File: src/hw/rtl/gncl_pkg.sv
// Shared types, constants and helpers of the grid neighbour cell lister.
package gncl_pkg;

   localparam int SIDE_W     = 9;
   localparam int MAX_SIDE   = 256;
   localparam int CELL_W     = 16;
   localparam int COUNT_W    = 17;
   localparam int COL_W      = 8;
   localparam int OP_W       = 2;
   localparam int DIR_W      = 3;
   localparam int STATUS_W   = 2;
   localparam int SLOT_COUNT = 9;
   localparam int SLOT_W     = 4;
   localparam int POS_W      = 4;
   localparam int STEP_W     = 3;
   localparam int CSR_INDEX_W = 2;
   localparam int CSR_DATA_W  = 17;

   localparam logic [OP_W-1:0] OP_BLOCK = 2'd0;
   localparam logic [OP_W-1:0] OP_ENTER = 2'd1;
   localparam logic [OP_W-1:0] OP_LEAVE = 2'd2;

   localparam logic [STATUS_W-1:0] ST_LISTED       = 2'd0;
   localparam logic [STATUS_W-1:0] ST_NO_CELL      = 2'd1;
   localparam logic [STATUS_W-1:0] ST_OUT_OF_RANGE = 2'd2;

   localparam logic [CSR_INDEX_W-1:0] CSR_GRID_WIDTH  = 2'd0;
   localparam logic [CSR_INDEX_W-1:0] CSR_GRID_HEIGHT = 2'd1;
   localparam logic [CSR_INDEX_W-1:0] CSR_CELL_COUNT  = 2'd2;

   typedef struct packed {
      logic [OP_W-1:0]   operation;
      logic [CELL_W-1:0] cell_index;
      logic [DIR_W-1:0]  direction;
   } req_type;

   typedef struct packed {
      logic [CELL_W-1:0]   neighbour_index;
      logic [STATUS_W-1:0] status;
      logic                last;
   } rsp_type;

   typedef struct packed {
      logic [SIDE_W-1:0]  width;
      logic [SIDE_W-1:0]  height;
      logic [COUNT_W-1:0] count;
   } grid_type;

   typedef struct packed {
      logic [OP_W-1:0]     operation;
      logic [CELL_W-1:0]   cell_index;
      logic [DIR_W-1:0]    direction;
      logic [COL_W-1:0]    col;
      logic [CELL_W-1:0]   row;
      logic [STATUS_W-1:0] status;
   } entry_type;

   typedef struct packed {
      logic x_neg;
      logic x_pos;
      logic y_neg;
      logic y_pos;
   } offset_type;

   function automatic offset_type ring_offset(input logic [POS_W-1:0] pos);
      offset_type off;
      off = '0;
      case (pos)
         4'd0: off.y_neg = 1'b1;
         4'd1: begin off.y_neg = 1'b1; off.x_pos = 1'b1; end
         4'd2: off.x_pos = 1'b1;
         4'd3: begin off.y_pos = 1'b1; off.x_pos = 1'b1; end
         4'd4: off.y_pos = 1'b1;
         4'd5: begin off.y_pos = 1'b1; off.x_neg = 1'b1; end
         4'd6: off.x_neg = 1'b1;
         4'd7: begin off.y_neg = 1'b1; off.x_neg = 1'b1; end
         default: off = '0;
      endcase
      return off;
   endfunction

endpackage

File: src/hw/rtl/grid_neighbour_cell_lister.sv
// Top level of the grid neighbour cell lister.
//
// A request (operation, centre cell index, move direction) is taken at a
// rising clock edge where start is high and busy is low. The block answers
// with one to nine results, each shown on rsp_payload for a single cycle
// while rsp_valid is high; the final result of a request carries last.
// The results of a request come on consecutive cycles and cannot be held off by the receiver.
// The grid shape is set through the csr_ write port: index 0 width, index 1
// height, index 2 cell count. Write it only while no request is in flight.
// A centre index that is checked and split into column and row is taken
// into the front end, then passes through a divider that resolves two
// quotient bits per cycle, and is then handed on to the queue. A request
// rejected up front needs no division and goes straight to being handed on.
// The front end takes no new request while the divider works; it takes one
// again as it hands on the last, while the back end still sends the results
// of earlier ones, so the divider sets the rate unless the queue is full.
// Reset empties the queue, drops pending results and sets all three
// registers to one.
module grid_neighbour_cell_lister (
   input  logic                                  clock,
   input  logic                                  reset,
   input  logic                                  start,
   output logic                                  busy,
   input  gncl_pkg::req_type                     req_payload,
   output logic                                  rsp_valid,
   output gncl_pkg::rsp_type                     rsp_payload,
   input  logic                                  csr_write,
   input  logic [gncl_pkg::CSR_INDEX_W-1:0]      csr_index,
   input  logic [gncl_pkg::CSR_DATA_W-1:0]       csr_wdata
);

   logic [gncl_pkg::SIDE_W-1:0]  width_ff, width_in;
   logic [gncl_pkg::SIDE_W-1:0]  height_ff, height_in;
   logic [gncl_pkg::COUNT_W-1:0] count_ff, count_in;

   gncl_pkg::grid_type           grid;
   logic                         queue_full;
   logic                         push_valid;
   gncl_pkg::entry_type          push_entry;
   logic                         pop;
   logic                         head_valid;
   gncl_pkg::entry_type          head_entry;

   always_comb begin
      width_in  = width_ff;
      height_in = height_ff;
      count_in  = count_ff;
      if (csr_write) begin
         unique case (csr_index)
            gncl_pkg::CSR_GRID_WIDTH:  width_in  = csr_wdata[gncl_pkg::SIDE_W-1:0];
            gncl_pkg::CSR_GRID_HEIGHT: height_in = csr_wdata[gncl_pkg::SIDE_W-1:0];
            gncl_pkg::CSR_CELL_COUNT:  count_in  = csr_wdata;
            default: ;
         endcase
      end
   end

   always_ff @(posedge clock) begin
      if (reset) begin
         width_ff  <= gncl_pkg::SIDE_W'(1);
         height_ff <= gncl_pkg::SIDE_W'(1);
         count_ff  <= gncl_pkg::COUNT_W'(1);
      end else begin
         width_ff  <= width_in;
         height_ff <= height_in;
         count_ff  <= count_in;
      end
   end

   assign grid.width  = (width_ff > gncl_pkg::SIDE_W'(gncl_pkg::MAX_SIDE)) ?
                        gncl_pkg::SIDE_W'(gncl_pkg::MAX_SIDE) : width_ff;
   assign grid.height = (height_ff > gncl_pkg::SIDE_W'(gncl_pkg::MAX_SIDE)) ?
                        gncl_pkg::SIDE_W'(gncl_pkg::MAX_SIDE) : height_ff;
   assign grid.count  = count_ff;

   gncl_front u_front (
      .clock       (clock),
      .reset       (reset),
      .start       (start),
      .busy        (busy),
      .req_payload (req_payload),
      .grid        (grid),
      .queue_full  (queue_full),
      .push_valid  (push_valid),
      .push_entry  (push_entry)
   );

   gncl_queue u_queue (
      .clock      (clock),
      .reset      (reset),
      .push_valid (push_valid),
      .push_entry (push_entry),
      .full       (queue_full),
      .pop        (pop),
      .head_valid (head_valid),
      .head_entry (head_entry)
   );

   gncl_back u_back (
      .clock       (clock),
      .reset       (reset),
      .grid        (grid),
      .head_valid  (head_valid),
      .head_entry  (head_entry),
      .pop         (pop),
      .rsp_valid   (rsp_valid),
      .rsp_payload (rsp_payload)
   );

   a_error_single : assert property (@(posedge clock) disable iff (reset)
      rsp_valid && (rsp_payload.status != gncl_pkg::ST_LISTED) |->
         rsp_payload.last && (rsp_payload.neighbour_index == '0))
      else $error("error result is not a single zero result");

   a_run_unbroken : assert property (@(posedge clock) disable iff (reset)
      rsp_valid && !rsp_payload.last |=> rsp_valid)
      else $error("result run broken before last");

   a_pop_has_data : assert property (@(posedge clock) disable iff (reset)
      pop |-> head_valid)
      else $error("queue popped while empty");

endmodule

File: src/hw/rtl/gncl_front.sv
// Front end: accepts requests, screens them and splits the centre index into column and row.
module gncl_front (
   input  logic                clock,
   input  logic                reset,
   input  logic                start,
   output logic                busy,
   input  gncl_pkg::req_type   req_payload,
   input  gncl_pkg::grid_type  grid,
   input  logic                queue_full,
   output logic                push_valid,
   output gncl_pkg::entry_type push_entry
);

   typedef enum logic [1:0] {S_IDLE, S_DIVIDE, S_PUSH} state_type;

   state_type                       state_ff, state_in;
   gncl_pkg::entry_type             entry_ff, entry_in;
   logic [gncl_pkg::CELL_W-1:0]     quo_ff, quo_in;
   logic [gncl_pkg::COL_W-1:0]      rem_ff, rem_in;
   logic [gncl_pkg::STEP_W-1:0]     step_ff, step_in;

   logic                            accept;
   logic                            push;
   logic [gncl_pkg::CELL_W-1:0]     quo_a, quo_b;
   logic [gncl_pkg::COL_W-1:0]      rem_a, rem_b;
   logic [gncl_pkg::SIDE_W-1:0]     trial_a, trial_b;
   logic                            ge_a, ge_b;
   logic [gncl_pkg::STATUS_W-1:0]   screen;

   assign push       = (state_ff == S_PUSH) && !queue_full;
   assign busy       = (state_ff == S_DIVIDE) || ((state_ff == S_PUSH) && queue_full);
   assign accept     = start && !busy;
   assign push_valid = push;
   assign push_entry = entry_ff;

   // Two restoring division steps per cycle.
   always_comb begin
      trial_a = {rem_ff, quo_ff[gncl_pkg::CELL_W-1]};
      ge_a    = trial_a >= grid.width;
      rem_a   = ge_a ? gncl_pkg::COL_W'(trial_a - grid.width) : trial_a[gncl_pkg::COL_W-1:0];
      quo_a   = {quo_ff[gncl_pkg::CELL_W-2:0], ge_a};
      trial_b = {rem_a, quo_a[gncl_pkg::CELL_W-1]};
      ge_b    = trial_b >= grid.width;
      rem_b   = ge_b ? gncl_pkg::COL_W'(trial_b - grid.width) : trial_b[gncl_pkg::COL_W-1:0];
      quo_b   = {quo_a[gncl_pkg::CELL_W-2:0], ge_b};
   end

   always_comb begin
      if ({1'b0, req_payload.cell_index} >= grid.count) begin
         screen = gncl_pkg::ST_OUT_OF_RANGE;
      end else if ((grid.width == '0) || (grid.height == '0) ||
                   ((req_payload.operation != gncl_pkg::OP_BLOCK) &&
                    (req_payload.operation != gncl_pkg::OP_ENTER) &&
                    (req_payload.operation != gncl_pkg::OP_LEAVE))) begin
         screen = gncl_pkg::ST_NO_CELL;
      end else begin
         screen = gncl_pkg::ST_LISTED;
      end
   end

   always_comb begin
      state_in = state_ff;
      entry_in = entry_ff;
      quo_in   = quo_ff;
      rem_in   = rem_ff;
      step_in  = step_ff;
      unique case (state_ff)
         S_IDLE, S_PUSH: begin
            if (push) begin
               state_in = S_IDLE;
            end
            if (accept) begin
               entry_in.operation  = req_payload.operation;
               entry_in.cell_index = req_payload.cell_index;
               entry_in.direction  = req_payload.direction;
               entry_in.col        = '0;
               entry_in.row        = '0;
               entry_in.status     = screen;
               quo_in              = req_payload.cell_index;
               rem_in              = '0;
               step_in             = '0;
               state_in            = (screen == gncl_pkg::ST_LISTED) ? S_DIVIDE : S_PUSH;
            end
         end
         S_DIVIDE: begin
            quo_in  = quo_b;
            rem_in  = rem_b;
            step_in = step_ff + 1'b1;
            if (step_ff == '1) begin
               entry_in.col = rem_b;
               entry_in.row = quo_b;
               state_in     = S_PUSH;
            end
         end
         default: state_in = S_IDLE;
      endcase
   end

   always_ff @(posedge clock) begin
      if (reset) begin
         state_ff <= S_IDLE;
      end else begin
         state_ff <= state_in;
      end
      entry_ff <= entry_in;
      quo_ff   <= quo_in;
      rem_ff   <= rem_in;
      step_ff  <= step_in;
   end

endmodule

File: src/hw/rtl/gncl_queue.sv
// Two-entry queue between the front end and the back end.
module gncl_queue (
   input  logic                clock,
   input  logic                reset,
   input  logic                push_valid,
   input  gncl_pkg::entry_type push_entry,
   output logic                full,
   input  logic                pop,
   output logic                head_valid,
   output gncl_pkg::entry_type head_entry
);

   gncl_pkg::entry_type entries_ff [2];
   logic                head_ff, head_in;
   logic [1:0]          count_ff, count_in;
   logic                tail;

   assign full       = count_ff == 2'd2;
   assign head_valid = count_ff != 2'd0;
   assign head_entry = entries_ff[head_ff];
   assign tail       = head_ff ^ count_ff[0];

   always_comb begin
      head_in  = head_ff;
      count_in = count_ff;
      if (pop) begin
         head_in  = !head_ff;
         count_in = count_in - 1'b1;
      end
      if (push_valid) begin
         count_in = count_in + 1'b1;
      end
   end

   always_ff @(posedge clock) begin
      if (reset) begin
         head_ff  <= 1'b0;
         count_ff <= 2'd0;
      end else begin
         head_ff  <= head_in;
         count_ff <= count_in;
      end
      if (push_valid) begin
         entries_ff[tail] <= push_entry;
      end
   end

endmodule

File: src/hw/rtl/gncl_back.sv
// Back end: works out which listed cells are in bounds and sends one result per cycle.
module gncl_back (
   input  logic                clock,
   input  logic                reset,
   input  gncl_pkg::grid_type  grid,
   input  logic                head_valid,
   input  gncl_pkg::entry_type head_entry,
   output logic                pop,
   output logic                rsp_valid,
   output gncl_pkg::rsp_type   rsp_payload
);

   function automatic logic slot_used(input logic [gncl_pkg::OP_W-1:0] op,
                                      input logic [gncl_pkg::DIR_W-1:0] dir,
                                      input logic [gncl_pkg::SLOT_W-1:0] k);
      logic used;
      case (op)
         gncl_pkg::OP_BLOCK: used = 1'b1;
         gncl_pkg::OP_ENTER, gncl_pkg::OP_LEAVE: used = k < (dir[0] ? 4'd5 : 4'd3);
         default: used = 1'b0;
      endcase
      return used;
   endfunction

   function automatic logic [gncl_pkg::POS_W-1:0] slot_pos(
         input logic [gncl_pkg::OP_W-1:0]   op,
         input logic [gncl_pkg::DIR_W-1:0]  dir,
         input logic [gncl_pkg::SLOT_W-1:0] k);
      logic [gncl_pkg::POS_W-1:0] pos;
      case (op)
         gncl_pkg::OP_BLOCK: pos = k;
         gncl_pkg::OP_ENTER: pos = {1'b0, 3'((dir[0] ? 3'd6 : 3'd7) + k[2:0] + dir)};
         gncl_pkg::OP_LEAVE: pos = {1'b0, 3'((dir[0] ? 3'd2 : 3'd3) + k[2:0] + dir)};
         default: pos = '0;
      endcase
      return pos;
   endfunction

   function automatic logic in_bounds(input gncl_pkg::offset_type off,
                                      input logic [gncl_pkg::COL_W-1:0]  col,
                                      input logic [gncl_pkg::CELL_W-1:0] row,
                                      input gncl_pkg::grid_type g);
      logic x_ok;
      logic y_ok;
      if (off.x_neg) begin
         x_ok = col != '0;
      end else if (off.x_pos) begin
         x_ok = ({1'b0, col} + 1'b1) < g.width;
      end else begin
         x_ok = {1'b0, col} < g.width;
      end
      if (off.y_neg) begin
         y_ok = (row != '0) && (row <= gncl_pkg::CELL_W'(g.height));
      end else if (off.y_pos) begin
         y_ok = ({1'b0, row} + 1'b1) < gncl_pkg::COUNT_W'(g.height);
      end else begin
         y_ok = row < gncl_pkg::CELL_W'(g.height);
      end
      return x_ok && y_ok;
   endfunction

   logic                                active_ff, active_in;
   logic [gncl_pkg::SLOT_COUNT-1:0]     mask_ff, mask_in;
   logic [gncl_pkg::STATUS_W-1:0]       err_ff, err_in;
   gncl_pkg::entry_type                 item_ff, item_in;
   logic                                rsp_valid_ff, rsp_valid_in;
   gncl_pkg::rsp_type                   rsp_ff, rsp_in;

   logic [gncl_pkg::SLOT_COUNT-1:0]     head_mask;
   logic [gncl_pkg::SLOT_COUNT-1:0]     sel_onehot;
   logic [gncl_pkg::SLOT_COUNT-1:0]     rest;
   logic [gncl_pkg::SLOT_W-1:0]         sel;
   gncl_pkg::offset_type                off;
   logic [gncl_pkg::CELL_W-1:0]         x_step, y_step;
   logic                                done;
   logic                                load;

   always_comb begin
      for (int k = 0; k < gncl_pkg::SLOT_COUNT; k++) begin
         head_mask[k] =
            slot_used(head_entry.operation, head_entry.direction, gncl_pkg::SLOT_W'(k)) &&
            in_bounds(gncl_pkg::ring_offset(slot_pos(head_entry.operation,
                         head_entry.direction, gncl_pkg::SLOT_W'(k))),
                      head_entry.col, head_entry.row, grid);
      end
   end

   always_comb begin
      sel = '0;
      for (int k = gncl_pkg::SLOT_COUNT - 1; k >= 0; k--) begin
         if (mask_ff[k]) begin
            sel = gncl_pkg::SLOT_W'(k);
         end
      end
      sel_onehot = gncl_pkg::SLOT_COUNT'(1) << sel;
      rest       = mask_ff & ~sel_onehot;
      off        = gncl_pkg::ring_offset(slot_pos(item_ff.operation, item_ff.direction, sel));
      x_step     = off.x_pos ? gncl_pkg::CELL_W'(1) : (off.x_neg ? '1 : '0);
      if (off.y_pos) begin
         y_step = gncl_pkg::CELL_W'(grid.width);
      end else if (off.y_neg) begin
         y_step = gncl_pkg::CELL_W'(-gncl_pkg::CELL_W'(grid.width));
      end else begin
         y_step = '0;
      end
   end

   assign done = active_ff && ((err_ff != gncl_pkg::ST_LISTED) || (rest == '0));
   assign load = head_valid && (!active_ff || done);
   assign pop  = load;

   always_comb begin
      active_in    = active_ff;
      mask_in      = mask_ff;
      err_in       = err_ff;
      item_in      = item_ff;
      rsp_valid_in = 1'b0;
      rsp_in       = rsp_ff;
      if (active_ff) begin
         rsp_valid_in = 1'b1;
         if (err_ff != gncl_pkg::ST_LISTED) begin
            rsp_in.neighbour_index = '0;
            rsp_in.status          = err_ff;
            rsp_in.last            = 1'b1;
         end else begin
            rsp_in.neighbour_index = item_ff.cell_index + x_step + y_step;
            rsp_in.status          = gncl_pkg::ST_LISTED;
            rsp_in.last            = rest == '0;
            mask_in                = rest;
         end
         if (done) begin
            active_in = 1'b0;
         end
      end
      if (load) begin
         active_in = 1'b1;
         item_in   = head_entry;
         mask_in   = head_mask;
         if (head_entry.status != gncl_pkg::ST_LISTED) begin
            err_in = head_entry.status;
         end else if (head_mask == '0) begin
            err_in = gncl_pkg::ST_NO_CELL;
         end else begin
            err_in = gncl_pkg::ST_LISTED;
         end
      end
   end

   always_ff @(posedge clock) begin
      if (reset) begin
         active_ff    <= 1'b0;
         rsp_valid_ff <= 1'b0;
      end else begin
         active_ff    <= active_in;
         rsp_valid_ff <= rsp_valid_in;
      end
      mask_ff <= mask_in;
      err_ff  <= err_in;
      item_ff <= item_in;
      rsp_ff  <= rsp_in;
   end

   assign rsp_valid   = rsp_valid_ff;
   assign rsp_payload = rsp_ff;

endmodule

File: config.mk
export PLATFORM = sky130hd
export DESIGN_NAME = grid_neighbour_cell_lister
export DESIGN_NICKNAME = d
export VERILOG_FILES = /design/src/hw/rtl/gncl_pkg.sv /design/src/hw/rtl/grid_neighbour_cell_lister.sv /design/src/hw/rtl/gncl_front.sv /design/src/hw/rtl/gncl_queue.sv /design/src/hw/rtl/gncl_back.sv
export SDC_FILE = /design/constraint.sdc
export NUM_CORES = 1
export LEC_CHECK = 0
export BUFFER_PORTS_ARGS = -buffer_cell sky130_fd_sc_hd__buf_2
export CORE_MARGIN = 2
export CORE_UTILIZATION = 39
export CTS_CLUSTER_SIZE = 25
export DETAILED_ROUTE_END_ITERATION = 8
export GPL_ROUTABILITY_DRIVEN = 0
export SLEW_MARGIN = 0
export SYNTH_ARGS = -nofsm -noshare
export SYNTH_HDL_FRONTEND = slang
export SYNTH_SLANG_ARGS = --single-unit
export TNS_END_PERCENT = 100
File: constraint.sdc
create_clock -name clock -period 10.65 [get_ports clock]
set_input_delay 1.065 -clock clock [delete_from_list [all_inputs] [get_ports clock]]
set_output_delay 1.065 -clock clock [all_outputs]
set_load 0.02 [all_outputs]
==> results.ini <==
[layout]
insertedDiodeCount = 0
final_core_util = 0.4456
stdcell_area_sq_um = 16350
drive_gt1_frac = 0.1337
nets = 1523
instances_no_fill = 1852
syn2layout_area_growth_pct = 12.12

[place]
dp.cells = 1798
portBuffers = 64
dpl.hpwl_um = 25750
placed_area_sq_um = 15410

[critical_path]
r2r_end = u_back.rsp_payload[18]$_SDFFCE_PP0P_
cp_max_fo = 9
crit_arrival_ns = 6.68
critPathRequiredTime_ns = 11.05
regToRegSetupSlack_ns = 4.38
cp-end-kind = flop
r2r_cells = 27
worstSetupStartpointType = flop
r2r_start = u_back.mask_ff[7]$_DFFE_PP_
path_class = flop to flop

[clocking]
clk_pin_slew_worst_paths_ns = 0.06
cts_tree = built
cts_resized = 0
clock-sinks = 262
cts_root_buf = clkbuf_16
worstSkewPairLatency_ns = 0.56
clock_path_buffers = 3
numCtsBuffers = 29
cts_setup_buffers = 0
cts.htree.levels = 1
hold_buffers = 0

[die]
num_rows = 70
die-area_sq_um = 38950
ios = 65
fp.dieW_um = 197.4
core_sq_um = 36700
die_h_um = 197.4
initial_utilization = 0.3974

[timing]
fmax_mhz = 159.4
worst_slew_pin_slew_ns = 1.233
slew_viol_final = 0
worst_slew_margin_rel = 0.1715
finalSetupViolCount = 0
period_needed_ns = 6.274
totalNegativeSetupSlack_ns = 0
grt_setup_unrepaired = no
timing_hold_violations_final = 0
finalClockSkew_ns = 0.02054
finalCritPeriodShare = 0.5891

[detailed_routing]
drtIter0Drc = 722
drt_wl_total_um = 34200
drtAntennaViolNets = 0
wl_per_cell_um = 18.47
vias_per_cell = 5.420
via_count = 10037
drc = 0
firstDrtPassIters = 5

[synth]
synth_edf_count = 219
ys_async_sr_fraction = 0
yosys-top-cells-area = edfxtp_1, ha_1, dfxtp_1
synth_fp_nets = 1459
synth_cells = 1297
avgSynthCellArea_sq_um = 11.24
synth_common_cells = edfxtp_1, nand2_1, ha_1, nor2_1, inv_1
ys_seq_elements = 262
ys_types = 79
yosys_warnings = 0
synth.most_common_cell = edfxtp_1
synth_top_area_frac = 0.4510
syn_area_sq_um = 14580
seq_area_frac_synth = 0.5100
post-synth-top-area-cell = edfxtp_1
synth_flop_cell = edfxtp_1

[worst_hold_path]
holdPathEnd = u_queue.entries_ff[0][25]$_DFFE_PP_
hold_class = flop to flop
hold_path_depth = 0
hp-start = u_front.push_entry[25]$_DFFE_PP_

[global_route]
grt_pass1_wl_um = 53790
grt_pass1_vias = 9877
grtUsageTotal = 0.1764
grt_overflow = 0
grt_max_degree = 57
antenna_found_initial = 0

[status]
outcome = finished clean

[run]
cap_violations = 0

==> how the worst max path moves through the flow <==
stage / from / endpoint / cells past startpoint
after global routing: u_back.mask_ff[7]$_DFFE_PP_ / u_back.rsp_payload[18]$_SDFFCE_PP0P_ / 26
final: u_back.mask_ff[7]$_DFFE_PP_ / u_back.rsp_payload[18]$_SDFFCE_PP0P_ / 27
after floorplan: u_back.mask_ff[7]$_DFFE_PP_ / u_back.rsp_payload[18]$_SDFFCE_PP0P_ / 26
after CTS: u_back.mask_ff[7]$_DFFE_PP_ / u_back.rsp_payload[18]$_SDFFCE_PP0P_ / 27
after detailed placement: u_back.mask_ff[7]$_DFFE_PP_ / u_back.rsp_payload[18]$_SDFFCE_PP0P_ / 27
after global placement: u_back.mask_ff[7]$_DFFE_PP_ / u_back.rsp_payload[18]$_SDFFCE_PP0P_ / 27
==> flip-flops by register name, indices dropped and copies added (netlist names), named ones only <==
| register | cells |
|---|---|
| u_front.push_entry | 47 |
| u_back.active_ff | 1 |
| height_ff | 9 |
| u_front.quo_ff | 16 |
| u_back.err_ff | 2 |
| count_ff | 17 |
| u_queue.head_ff | 1 |
| u_back.rsp_valid | 1 |
| u_back.item_ff | 21 |
| u_queue.count_ff | 2 |
| u_front.rem_ff | 8 |
| u_front.step_ff | 3 |
| u_front.state_ff | 2 |
| u_back.mask_ff | 9 |
| u_back.rsp_payload | 19 |
| width_ff | 9 |
| u_queue.entries_ff | 94 |
==> per-stage QoR <==
step | hold slack, ns | setup WS, ns
3_5_place_dp | 0.4311 | 4.415
5_1_grt | 0.4540 | 3.855
2_1_floorplan | 0.4215 | 4.974
6_report | 0.4419 | 4.376
4_1_cts | 0.4395 | 4.378
3_3_place_gp | 0.4238 | 4.603
==> layer usage <==
metal,wire length (um),part of all wire,GRT usage
met5,0,0,0
met3,1609,0.047,0.02527
met1,16050,0.47,0.2422
met2,15620,0.46,0.2883
met4,922,0.027,0.05597
==> critical path, stage by stage, from the launching register on <==
cell	delay, ns
edfxtp_1	0.44
nor2b_1	0.17
o21bai_1	0.17
a21oi_1	0.14
o21ba_2	0.23
ha_1	0.16
or2_2	0.29
ha_1	0.19
xor2_1	0.15
xnor2_1	0.26
mux2i_1	0.32
a21oi_1	0.19
mux2_2	0.42
nand2_1	0.08
o21ai_0	0.11
fa_1	0.53
ha_1	0.17
inv_1	0.05
fa_1	0.37
nor2b_1	0.16
o21ai_0	0.13
a21boi_0	0.32
o211a_1	0.22
o2111ai_1	0.19
a31oi_1	0.26
nand3_1	0.14
a21o_1	0.17
mux2i_1	0.12
==> kinds of logic (layout without fill, tap and decap cells) <==
| family | Yosys count | count (layout) | synth area share |
|---|---|---|---|
| and+or+nand+nor | 392 | 392 | 0.1321 |
| DFF | 262 | 262 | 0.5100 |
| buffers and inverters | 112 | 199 | 0.03020 |
| adders and majority gates | 118 | 118 | 0.1038 |
| muxes | 88 | 88 | 0.06358 |
| xor gates and xnor gates | 55 | 55 | 0.03303 |
| AOI/OAI and AO/OA | 270 | 270 | 0.1272 |
==> placed cells by master (no fill, tap or decap), types with 6 or more instances in the layout <==
cell	count
a211o_1	6
a211oi_1	11
a21o_1	32
a21oi_1	61
and2_1	30
buf_2	64
buf_4	11
clkbuf_16	29
clkinv_1	9
dfxtp_1	42
edfxtp_1	219
ha_1	113
inv_1	67
mux2_2	33
mux2i_1	54
nand2_1	114
nand2b_1	19
nand3_1	38
nand3b_1	9
nand4_1	15
nor2_1	92
nor2b_1	14
nor3_1	21
o211ai_1	13
o21a_1	8
o21ai_0	50
o22ai_1	6
o2bb2ai_1	9
o31ai_1	7
or2_2	11
or3_1	8
xnor2_1	39
xor2_1	16
==> layout make-up <==
type                       count  area (sq um)
inverter                      70         262.8
sequential                   262          7438
clock inverter                21         201.4
multi-input combinational    923          6719
tap                          468         585.6
clock buffer                  33         740.7
timing repair buffer          75         402.9
fill                        3390         20350
Power is not shown: default switching activity piles up to over one toggle a cycle in this logic, so the estimate is an artifact.
